## config.mk

```make
export PLATFORM = sky130hd
export DESIGN_NAME = sync_header_frame_deframer_crc16_core
export DESIGN_NICKNAME = d
export VERILOG_FILES = /design/src/shfd_pkg.sv /design/src/sync_header_frame_deframer_crc16_core.sv /design/src/shfd_regs.sv /design/src/shfd_in_stage.sv /design/src/shfd_parse.sv /design/src/shfd_out_stage.sv
export SDC_FILE = /design/constraint.sdc
export NUM_CORES = 1
export LEC_CHECK = 0
export BUFFER_PORTS_ARGS = -buffer_cell sky130_fd_sc_hd__clkbuf_2
export CORE_ASPECT_RATIO = 0.75
export CORE_MARGIN = 8
export CORE_UTILIZATION = 25
export DETAILED_ROUTE_END_ITERATION = 6
export PLACE_DENSITY = 0.53
export SETUP_SLACK_MARGIN = 0.3
export SYNTH_ARGS = -nofsm -noshare
export SYNTH_HDL_FRONTEND = slang
export SYNTH_SLANG_ARGS = --single-unit
```

## constraint.sdc

```tcl
create_clock -name clk -period 3.1 [get_ports clk]
set_input_delay 0.31 -clock clk [delete_from_list [all_inputs] [get_ports clk]]
set_output_delay 0.31 -clock clk [all_outputs]
set_load 0.1 [all_outputs]
```

## src/shfd_pkg.sv

```systemverilog
// Shared types, constants and CRC helpers for the sync-header frame deframer.
// No dependencies; every other file imports this package.
package shfd_pkg;

  typedef enum logic [1:0] {
    PH_HUNT = 2'd0,
    PH_HDR  = 2'd1,
    PH_PAY  = 2'd2,
    PH_CRC  = 2'd3
  } phase_t;

  typedef enum logic [2:0] {
    EV_NONE     = 3'd0,
    EV_PAYLOAD  = 3'd1,
    EV_GOOD     = 3'd2,
    EV_CRC_ERR  = 3'd3,
    EV_OVERSIZE = 3'd4
  } event_t;

  localparam logic [15:0] CRC_INIT          = 16'hFFFF;
  localparam logic [15:0] CRC_POLY          = 16'h1021;
  localparam logic [31:0] SYNC_RESET        = 32'hAAAA5555;
  localparam logic [7:0]  MAX_PAYLOAD_RESET = 8'd250;

  localparam logic [1:0] FC_TYPE = 2'd0;
  localparam logic [1:0] FC_SEQ  = 2'd1;
  localparam logic [1:0] FC_LAST_SYNC = 2'd3;

  localparam logic REG_SYNC = 1'b0;
  localparam logic REG_MAX  = 1'b1;

  typedef struct packed {
    logic [31:0] sync_pattern;
    logic [7:0]  max_payload;
  } cfg_t;

  typedef struct packed {
    logic       valid;
    logic [7:0] rx_byte;
  } item_t;

  typedef struct packed {
    event_t      event_res;
    logic [7:0]  data_byte;
    logic [7:0]  byte_index;
    logic [7:0]  frame_type;
    logic [7:0]  frame_seq;
    logic [7:0]  payload_len;
    logic [15:0] crc_calculated;
  } result_t;

  function automatic logic [15:0] crc_feed(input logic [15:0] crc, input logic [7:0] b);
    logic [15:0] c;
    c = crc ^ {b, 8'h00};
    for (int k = 0; k < 8; k++) begin
      c = c[15] ? ({c[14:0], 1'b0} ^ CRC_POLY) : {c[14:0], 1'b0};
    end
    return c;
  endfunction

  function automatic logic [7:0] sync_byte(input logic [31:0] pattern, input logic [1:0] k);
    logic [7:0] s;
    unique case (k)
      2'd0: s = pattern[31:24];
      2'd1: s = pattern[23:16];
      2'd2: s = pattern[15:8];
      default: s = pattern[7:0];
    endcase
    return s;
  endfunction

endpackage

```

## src/sync_header_frame_deframer_crc16_core.sv

```systemverilog
// Top level of the sync-header frame deframer with CRC-16/CCITT-FALSE check.
// Depends on shfd_pkg, shfd_regs, shfd_in_stage, shfd_parse and shfd_out_stage.
//
// One received byte enters per item and exactly one result item leaves for each,
// in order. The block takes a new byte every clock cycle while the output side
// keeps up; a byte passes through an input register, the parse stage (one
// byte-wide CRC update plus the frame state machine) and a result register
// before its result is presented. A stalled output holds at most two items
// inside before the input stalls. Nothing needs clearing after reset: the first
// byte may follow reset at once.
module sync_header_frame_deframer_crc16_core (
  input  logic        clk,
  input  logic        rst,
  input  logic        s_tvalid,
  output logic        s_tready,
  input  logic [7:0]  s_tdata,   // [7:0] rx_byte
  output logic        m_tvalid,
  input  logic        m_tready,
  output logic [55:0] m_tdata,   // [7:0] data_byte, [15:8] byte_index, [23:16] frame_type,
                                 // [31:24] frame_seq, [39:32] payload_len, [55:40] crc_calculated
  output logic [2:0]  m_tuser,   // [2:0] event_res
  input  logic        psel,
  input  logic        penable,
  input  logic        pwrite,
  input  logic [2:0]  paddr,
  input  logic [31:0] pwdata,
  output logic [31:0] prdata,
  output logic        pready
);
  import shfd_pkg::*;

  cfg_t    cfg;
  item_t   item;
  item_t   step;
  result_t res;
  result_t res_q;
  logic    advance;

  assign advance    = item.valid && (!m_tvalid || m_tready);
  assign step.valid = advance;
  assign step.rx_byte = item.rx_byte;

  shfd_regs u_regs (
    .clk     (clk),
    .rst     (rst),
    .psel    (psel),
    .penable (penable),
    .pwrite  (pwrite),
    .paddr   (paddr),
    .pwdata  (pwdata),
    .prdata  (prdata),
    .pready  (pready),
    .cfg     (cfg)
  );

  shfd_in_stage u_in (
    .clk      (clk),
    .rst      (rst),
    .s_tvalid (s_tvalid),
    .s_tready (s_tready),
    .s_tdata  (s_tdata),
    .advance  (advance),
    .item     (item)
  );

  shfd_parse u_parse (
    .clk  (clk),
    .rst  (rst),
    .item (step),
    .cfg  (cfg),
    .res  (res)
  );

  shfd_out_stage u_out (
    .clk      (clk),
    .rst      (rst),
    .load     (advance),
    .res      (res),
    .m_tready (m_tready),
    .m_tvalid (m_tvalid),
    .res_q    (res_q)
  );

  assign m_tuser = res_q.event_res;
  assign m_tdata = {res_q.crc_calculated, res_q.payload_len, res_q.frame_seq,
                    res_q.frame_type, res_q.byte_index, res_q.data_byte};

endmodule

```

## src/shfd_regs.sv

```systemverilog
// APB-style configuration registers: sync pattern and maximum payload length.
// Depends on shfd_pkg.
module shfd_regs (
  input  logic                clk,
  input  logic                rst,
  input  logic                psel,
  input  logic                penable,
  input  logic                pwrite,
  input  logic [2:0]          paddr,
  input  logic [31:0]         pwdata,
  output logic [31:0]         prdata,
  output logic                pready,
  output shfd_pkg::cfg_t      cfg
);
  import shfd_pkg::*;

  logic wr;

  assign pready = 1'b1;
  assign wr     = psel && penable && pwrite && pready;

  always_ff @(posedge clk) begin
    if (rst) begin
      cfg.sync_pattern <= SYNC_RESET;
      cfg.max_payload  <= MAX_PAYLOAD_RESET;
    end else if (wr) begin
      unique case (paddr[2])
        REG_SYNC: cfg.sync_pattern <= pwdata;
        default:  cfg.max_payload  <= pwdata[7:0];
      endcase
    end
  end

  always_comb begin
    unique case (paddr[2])
      REG_SYNC: prdata = cfg.sync_pattern;
      default:  prdata = {24'd0, cfg.max_payload};
    endcase
    if (paddr[1:0] != 2'd0) begin
      prdata = cfg.sync_pattern & 32'd0;
    end
  end

endmodule

```

## src/shfd_in_stage.sv

```systemverilog
// Input register: holds one received byte until the parse stage takes it.
// Depends on shfd_pkg.
module shfd_in_stage (
  input  logic              clk,
  input  logic              rst,
  input  logic              s_tvalid,
  output logic              s_tready,
  input  logic [7:0]        s_tdata,
  input  logic              advance,
  output shfd_pkg::item_t   item
);
  import shfd_pkg::*;

  assign s_tready = !item.valid || advance;

  always_ff @(posedge clk) begin
    if (rst) begin
      item.valid <= 1'b0;
    end else if (s_tready) begin
      item.valid <= s_tvalid;
    end
  end

  always_ff @(posedge clk) begin
    if (s_tvalid && s_tready) begin
      item.rx_byte <= s_tdata;
    end
  end

endmodule

```

## src/shfd_parse.sv

```systemverilog
// Frame parser: sync hunt, header capture, payload indexing and CRC check.
// Holds all frame state; result is combinational from state and the item. Depends on shfd_pkg.
module shfd_parse (
  input  logic               clk,
  input  logic               rst,
  input  shfd_pkg::item_t    item,
  input  shfd_pkg::cfg_t     cfg,
  output shfd_pkg::result_t  res
);
  import shfd_pkg::*;

  phase_t      phase, phase_next;
  logic [1:0]  field_counter, field_counter_next;
  logic [7:0]  type_reg, type_reg_next;
  logic [7:0]  seq_reg, seq_reg_next;
  logic [7:0]  length_reg, length_reg_next;
  logic [7:0]  payload_counter, payload_counter_next;
  logic [15:0] running_crc, running_crc_next;
  logic [7:0]  crc_low_byte, crc_low_byte_next;

  logic [7:0]  b;
  logic        sync_hit;
  logic        first_hit;
  logic [15:0] feed_base;
  logic [15:0] crc_step;
  event_t      ev;
  logic [7:0]  dat;
  logic [7:0]  idx;

  assign b         = item.rx_byte;
  assign sync_hit  = (b == sync_byte(cfg.sync_pattern, field_counter));
  assign first_hit = (b == sync_byte(cfg.sync_pattern, 2'd0));

  always_comb begin
    if (phase != PH_HUNT) begin
      feed_base = running_crc;
    end else if (sync_hit && field_counter != 2'd0) begin
      feed_base = running_crc;
    end else begin
      feed_base = CRC_INIT;
    end
  end

  assign crc_step = crc_feed(feed_base, b);

  always_comb begin
    phase_next           = phase;
    field_counter_next   = field_counter;
    type_reg_next        = type_reg;
    seq_reg_next         = seq_reg;
    length_reg_next      = length_reg;
    payload_counter_next = payload_counter;
    running_crc_next     = running_crc;
    crc_low_byte_next    = crc_low_byte;
    ev                   = EV_NONE;
    dat                  = 8'd0;
    idx                  = 8'd0;
    unique case (phase)
      PH_HUNT: begin
        if (sync_hit) begin
          running_crc_next = crc_step;
          if (field_counter == FC_LAST_SYNC) begin
            field_counter_next = 2'd0;
            phase_next         = PH_HDR;
          end else begin
            field_counter_next = field_counter + 2'd1;
          end
        end else if (first_hit) begin
          running_crc_next   = crc_step;
          field_counter_next = 2'd1;
        end else begin
          running_crc_next   = CRC_INIT;
          field_counter_next = 2'd0;
        end
      end
      PH_HDR: begin
        running_crc_next = crc_step;
        priority if (field_counter == FC_TYPE) begin
          type_reg_next      = b;
          field_counter_next = 2'd1;
        end else if (field_counter == FC_SEQ) begin
          seq_reg_next       = b;
          field_counter_next = 2'd2;
        end else begin
          length_reg_next      = b;
          field_counter_next   = 2'd0;
          payload_counter_next = 8'd0;
          priority if (b > cfg.max_payload) begin
            ev               = EV_OVERSIZE;
            phase_next       = PH_HUNT;
            running_crc_next = CRC_INIT;
          end else if (b == 8'd0) begin
            phase_next = PH_CRC;
          end else begin
            phase_next = PH_PAY;
          end
        end
      end
      PH_PAY: begin
        running_crc_next     = crc_step;
        ev                   = EV_PAYLOAD;
        dat                  = b;
        idx                  = payload_counter;
        payload_counter_next = payload_counter + 8'd1;
        if (payload_counter_next >= length_reg || payload_counter_next == 8'd0) begin
          phase_next         = PH_CRC;
          field_counter_next = 2'd0;
        end
      end
      PH_CRC: begin
        if (field_counter == 2'd0) begin
          crc_low_byte_next  = b;
          field_counter_next = 2'd1;
        end else begin
          ev                 = ({b, crc_low_byte} == running_crc) ? EV_GOOD : EV_CRC_ERR;
          phase_next         = PH_HUNT;
          field_counter_next = 2'd0;
        end
      end
    endcase
  end

  always_ff @(posedge clk) begin
    if (rst) begin
      phase           <= PH_HUNT;
      field_counter   <= 2'd0;
      type_reg        <= 8'd0;
      seq_reg         <= 8'd0;
      length_reg      <= 8'd0;
      payload_counter <= 8'd0;
      running_crc     <= CRC_INIT;
      crc_low_byte    <= 8'd0;
    end else if (item.valid) begin
      phase           <= phase_next;
      field_counter   <= field_counter_next;
      type_reg        <= type_reg_next;
      seq_reg         <= seq_reg_next;
      length_reg      <= length_reg_next;
      payload_counter <= payload_counter_next;
      running_crc     <= running_crc_next;
      crc_low_byte    <= crc_low_byte_next;
    end
  end

  assign res.event_res      = ev;
  assign res.data_byte      = dat;
  assign res.byte_index     = idx;
  assign res.frame_type     = type_reg_next;
  assign res.frame_seq      = seq_reg_next;
  assign res.payload_len    = length_reg_next;
  assign res.crc_calculated = running_crc_next;

`ifndef ASSERT_OFF
  a_pay_len: assert property (@(posedge clk) disable iff (rst)
    phase == PH_PAY |-> (length_reg != 8'd0 && payload_counter < length_reg))
    else $error("payload phase with counter outside length");
  a_hdr_fc: assert property (@(posedge clk) disable iff (rst)
    phase == PH_HDR |-> field_counter != FC_LAST_SYNC)
    else $error("header field counter out of range");
  a_oversize: assert property (@(posedge clk) disable iff (rst)
    item.valid && ev == EV_OVERSIZE |=> phase == PH_HUNT && running_crc == CRC_INIT)
    else $error("oversize length did not return to hunt");
  a_crc_hold: assert property (@(posedge clk) disable iff (rst)
    item.valid && phase == PH_CRC |=> $stable(running_crc))
    else $error("running crc changed while taking crc bytes");
`endif

endmodule

```

## src/shfd_out_stage.sv

```systemverilog
// Result register: holds one result item until the downstream side takes it.
// Depends on shfd_pkg.
module shfd_out_stage (
  input  logic               clk,
  input  logic               rst,
  input  logic               load,
  input  shfd_pkg::result_t  res,
  input  logic               m_tready,
  output logic               m_tvalid,
  output shfd_pkg::result_t  res_q
);
  import shfd_pkg::*;

  always_ff @(posedge clk) begin
    if (rst) begin
      m_tvalid <= 1'b0;
    end else if (load) begin
      m_tvalid <= 1'b1;
    end else if (m_tready) begin
      m_tvalid <= 1'b0;
    end
  end

  always_ff @(posedge clk) begin
    if (load) begin
      res_q <= res;
    end
  end

endmodule

```

# Yosys cells after proc, flatten, opt, wreduce, memory -nomap -nowiden
# Cells that the tools add are included.
[totals]
output_inout_bits = 94
word_cells = 129
reg_bits = 169
[op_classes]
mux = 55
eq_ne = 15
bitwise_logic = 10
order_cmp = 2
reduce_logical = 25
addsub = 2
[ops]
columns = ["op", "n"]
rows = [
  ["$mux 16", 7],
  ["$mux 13", 8],
  ["$mux 8", 10],
  ["$mux 32", 2],
  ["$pmux 16 s3", 1],
  ["$mux 2", 12],
  ["$not 3->3", 8],
  ["$pmux 8 s3", 1],
  ["$eq 16x16->1", 1],
  ["$eq 8x8->1", 2],
  ["$logic_not 8->1", 2],
  ["$pmux 2 s4", 2],
  ["$pmux 8 s2", 1],
  ["$xor 16x16->16", 1],
  ["$mux 3", 4],
  ["$reduce_bool 2->1", 5],
  ["$pmux 3 s3", 1],
  ["$add 8x1->8 const B", 1],
  ["$eq 2x2->1 const B", 4],
  ["$ge 8x8->1", 1],
  ["$gt 8x8->1", 1],
  ["$reduce_and 7->1", 1],
  ["$mux 1", 6],
  ["$ne 2x1->1 const B", 3],
  ["other kinds (11)", 24],
]

# Logic depth before layout (Yosys ltp)
[depth]
ltp_word = 27
depth_mapped = 12
ltp_nobuf = 10

# Cells and area by module
# From an unflattened synthesis, not the netlist that was laid out.
[unflattened]
hier_cells = 835
area_unflattened_um2 = 8587.0
[by_module_without_submodules]
columns = ["mod", "cells_each", "seq_area_each_um2", "instances", "area_each_um2"]
rows = [
  ["shfd_parse", 534, 1201.2, 1, 4463.0],
  ["shfd_regs", 223, 800.8, 1, 2006.9],
  ["shfd_out_stage", 63, 1791.7, 1, 1810.5],
  ["shfd_in_stage", 13, 260.2, 1, 295.3],
  ["sync_header_frame_deframer_crc16_core", 2, 0.0, 1, 11.3],
]

# Worst setup path before layout
# No wires, ideal clock.
[synth_path]
path_kind = "reg-to-reg"
startpoint = "register u_out.m_tvalid"
endpoint = "register, netlist name u_out.res_q[0]"
setup_time_ns = 0.446
slack_ns = -0.542
arrival_ns = 3.196
t_required_ns = 2.654
path_stages_with_launch = 6
cell_sequence = "dfxtp_1 > nor2b_1 > nand2b_1 > clkbuf_1 > clkinv_1 > clkbuf_1"
[synth_between]
elab_chain_cells = 3
[synth_rtl]
columns = ["element", "line_no", "source"]
rows = [
  ["start: declaration", "shfd_out_stage.sv:9", "output logic m_tvalid,"],
  ["start signal: assignment", "shfd_out_stage.sv:16", "m_tvalid <= 1'b0;"],
  ["start signal: assignment", "shfd_out_stage.sv:18", "m_tvalid <= 1'b1;"],
  ["start signal: assignment", "shfd_out_stage.sv:20", "m_tvalid <= 1'b0;"],
  ["$logic_not 1->1", "sync_header_frame_deframer_crc16_core.sv:39", "assign advance = item.valid && (!m_tvalid || m_tready);"],
  ["$logic_or 1x1->1", "sync_header_frame_deframer_crc16_core.sv:39", ""],
  ["$logic_and 1x1->1", "sync_header_frame_deframer_crc16_core.sv:39", ""],
  ["net advance", "sync_header_frame_deframer_crc16_core.sv:37", "logic advance;"],
]
# The timed path passes the listed nets, and every way through them passes these cells.
# A chain may end at the register's enable or synchronous reset.

# Worst setup path after layout
[layout_path]
startpoint = "register u_parse.field_counter[0]"
endpoint = "register u_parse.running_crc[11]"
[layout_between]
elab_chain_cells = 20
[layout_rtl]
columns = ["element", "line_no", "source"]
rows = [
  ["start: declaration", "shfd_parse.sv:13", "logic [1:0] field_counter, field_counter_next;"],
  ["start signal: assignment", "shfd_parse.sv:135", "field_counter <= field_counter_next;"],
  ["$eq 2x2->1, or another cell as far along", "shfd_pkg.sv:63", "unique case (k)"],
  ["$pmux 8 s3", "shfd_pkg.sv:63", ""],
  ["$eq 8x8->1", "shfd_parse.sv:31", "assign sync_hit = (b == sync_byte(cfg.sync_pattern, field_counter));"],
  ["$logic_and 1x1->1", "shfd_parse.sv:37", "end else if (sync_hit && field_counter != 2'd0) begin"],
  ["$mux 16", "shfd_parse.sv:37", ""],
  ["$mux 16", "shfd_parse.sv:35", "if (phase != PH_HUNT) begin"],
  ["$xor 16x16->16", "shfd_pkg.sv:54", "c = crc ^ {b, 8'h00};"],
  ["$mux 13", "shfd_pkg.sv:56", "c = c[15] ? ({c[14:0], 1'b0} ^ CRC_POLY) : {c[14:0], 1'b0};"],
  ["$not 3->3 (no source line)", "-", ""],
  ["$mux 13 (7 in series)", "shfd_pkg.sv:56", ""],
  ["$mux 16", "shfd_parse.sv:88", "priority if (b > cfg.max_payload) begin"],
  ["$mux 16", "shfd_parse.sv:81", "end else if (field_counter == FC_SEQ) begin"],
  ["$mux 16", "shfd_parse.sv:78", "priority if (field_counter == FC_TYPE) begin"],
  ["$pmux 16 s3 (*)", "shfd_parse.sv:58", "unique case (phase)"],
  ["end signal: assignment", "shfd_parse.sv:140", "running_crc <= running_crc_next;"],
  ["end: declaration", "shfd_parse.sv:18", "logic [15:0] running_crc, running_crc_next;"],
]
# Every way passes the cells marked *; elsewhere a longest branch is shown, timed or not.

==> metrics.md <==
| Metric | Value |
|---|---|
| Status | `complete, no violations` |
| Clock-pin slew on the worst setup and hold paths | `0.07 ns` |
| Root buf cell | `clkbuf_16` |
| Max-cap check violation count | `0` |
| Hold Vio Cnt, Final | `0` |
| Fillers | `3,398` |
| Fmax | `355.2 MHz` |
| Number of flip-flops in the largest register | `59` |
| Drt wl/cell | `18.02 um` |
| Hold bufs inserted after CTS | `0` |
| Crit path kind | `reg2reg` |
| Most frequent cells in the layout | `clkbuf_2, nand2_1, dfxtp_1` |
| Clk sinks | `169` |
| CP Cell Sequence | `buf_4 -> ha_4 -> a222oi_1 -> mux2i_1 -> xnor2_1 -> nand4_2 -> o21ai_2 -> a2bb2oi_2 -> or3_4 -> o32a_1` |
| Syn_nets | `915` |
| Syn-to-layout area delta | `24.36%` |
| Nature of the critical path startpoint | `register` |
| Worst slew pin tran | `0.6889 ns` |
| Worst Path Max Fanout | `9` |
| Residual DRC count | `0` |
| CTS tree | `done` |
| Number of synthesized flops with an enable pin | `67` |
| Htree depth | `4` |
| Layout Nets | `1,052` |
| Initial DRC Count | `442` |
| Critical path's largest stage delay | `0.45 ns` |
| Biggest regs | `u_out.res_q x59, u_regs.cfg x40, u_parse.running_crc x16` |
| Detailed placement HPWL | `18,360 um` |
| Worst Hold Class | `in2reg` |
| Die area | `38,810 um^2` |
| IO Count | `144` |
| Final Wtd Congestion | `0.8281` |
| Largest register by flop count | `u_out.res_q` |
| Starting Density | `25.31%` |
| PD cells | `524.9 nW/um^2` |
| Tcrit/Tclk final | `90.82%` |
| Post-route ant nets | `0` |
| Sequential element share of the synthesized area | `49.57%` |
| P_leak | `4.034 nW` |
| Post-synthesis adder-cell area fraction | `3.213%` |
| Post-synth ARST share | `0%` |
| Number of buffers added on ports | `142` |
| Antenna violations before repair | `0` |
| Die Y | `172.6 um` |
| Post-Route WL | `25,900 um` |
| Synth Area in Simple Gates | `18.57%` |
| Main synth FF type | `dfxtp_1` |
| DP Worst Slack | `0.06730 ns` |
| YS warnings | `0` |
| Die width | `224.8 um` |
| Total core area | `32,310 um^2` |
| Clock skew | `0.01278 ns` |
| Fraction of layout cells with a size suffix above 1 | `25.25%` |
| Slowest CP cell | `or3_4` |
| Post-synthesis mux area share | `5.018%` |
| Synth Area in Compound Gates | `11.46%` |
| Grt ovf | `0` |
| Most common cell after layout, fill and taps aside | `clkbuf_2` |
| Worst Slack Setup Final | `0.2845 ns` |
| Cell variety after synth | `54` |
| CP Capture Type | `register` |
| Post-synthesis average cell area | `9.689 um^2` |
| Post-synthesis register bit count | `169` |
| Gate Count Post-Synth | `844` |
| Largest net degree at the start of global routing | `81` |
| Main combinational cell family by area after synthesis | `simple AND/OR/NAND/NOR gates` |
| Crit path DAT | `3.13 ns` |
| Vias | `6,683` |
| WP data required | `3.41 ns` |
| Number of buffers on the longest clock path | `2` |
| Vias per cell | `4.651` |
| Synth Area in XOR/XNOR | `7.818%` |
| Area of the mapped netlist | `8178 um^2` |
| Tmin final | `2.815 ns` |
| RSZ-0062 raised after global routing | `true` |
| First-pass GRT wire length | `40,170 um` |
| GRT Resource Usage Total | `13.32%` |
| Setup TNS | `0 ns` |
| Vias in the first global route | `6,712` |
| Final setup vio count | `0` |
| Slew headroom | `53.96%` |
| Max rail drop VDD | `335.2 uV` |
| Total CTS buffers | `17` |
| Num rows | `57` |
| First drt pass iteration count | `5` |
| Max-slew violations | `0` |
| Clk_lat worst skew | `0.44 ns` |
logic make-up (layout without fill, tap and decap cells):
kind of cell | count (synthesis) | in the layout
flops | 169 | 169
other cells | 1 | 2
xor+xnor | 73 | 73
compound gates | 130 | 130
simple gates | 322 | 323
mux | 39 | 39
fa+ha+maj | 21 | 21
buf+inv | 89 | 238
cells in the mapped netlist, drive strengths merged (18+ instances only):
cell / n / area [um^2]
a21oi: 39 / 195.2
and2: 25 / 156.4
and3: 19 / 118.9
clkbuf: 45 / 168.9
dfxtp: 102 / 2042
edfxtp: 67 / 2012
ha: 21 / 262.8
inv: 31 / 116.4
mux2i: 23 / 230.2
nand2: 103 / 386.6
nand3b: 18 / 135.1
nor2: 96 / 360.4
nor3: 23 / 115.1
o22a: 18 / 157.7
xnor2: 57 / 499.2
report_power, final:
group / leakage, nW / total, W / internal (W) / switching [W]
Combinational: 2.32 / 0.000770 / 0.000197 / 0.000573
Sequential: 1.42 / 0.00243 / 0.00238 / 0.0000432
Clock: 0.291 / 0.00214 / 0.00113 / 0.00101
stage by stage:
step                hold slack [ns]  instance area (um^2)  utilization [%]  instances  total power, W
floorplan                    0.4089                  8180                -        844        0.003041
global placement             0.4652                  9427            29.18       1396        0.003227
detailed placement           0.4603                  9427            29.18       1396        0.003235
CTS                         0.03097                 10100            31.28       1433        0.005395
global route                0.03500                 10170            31.47       1436        0.005555
finish                      0.05382                 10170            31.48       1437        0.005338
metal layers:
metal  track usage (%)  part of all wire, %
met5                 0                    0
met4             3.810                  1.7
met3             3.331                  5.8
met2             19.91                   44
met1             18.71                   48
worst max-delay path: cells and delay by family (launching register included):
kind	cells	cell delay (ns)
compound gates	4	0.96
xor+xnor	1	0.21
fa+ha+maj	1	0.19
buf+inv	1	0.14
flops	1	0.36
mux	1	0.15
simple gates	2	0.67
final timing paths:
path / startpoint / to / slack (ns) / cells past startpoint
worst max-delay path: u_parse.field_counter[0] / u_parse.running_crc[11] / 0.28 / 10
worst min-delay path: s_tdata[3] / u_in.item[3] / 0.05 / 1
worst max register to register: u_parse.field_counter[0] / u_parse.running_crc[11] / 0.28 / 10
worst min register to register: u_regs.cfg[21] / u_regs.cfg[21] / 0.47 / 2
cell type report:
type	count	area (um^2)	share of cell area (%)
Antenna cell	1	2.502	0.02461
Clock buffer	19	464.2	4.564
Clock inverter	13	121.4	1.193
Inverter	32	120.1	1.181
Multi-Input combinational cell	587	3867	38.03
Sequential cell	169	4061	39.94
Tap cell	442	553.0	5.438
Timing Repair Buffer	174	979.7	9.633
repair_timing:
item                       4_1_cts  5_1_grt
setup buffers                    4        3
cloned                           1        0
setup endpoints to repair       32       34
gates resized for setup         15        6
pin swaps                       11        9
Note: power is estimated with default switching activity, not from simulation.
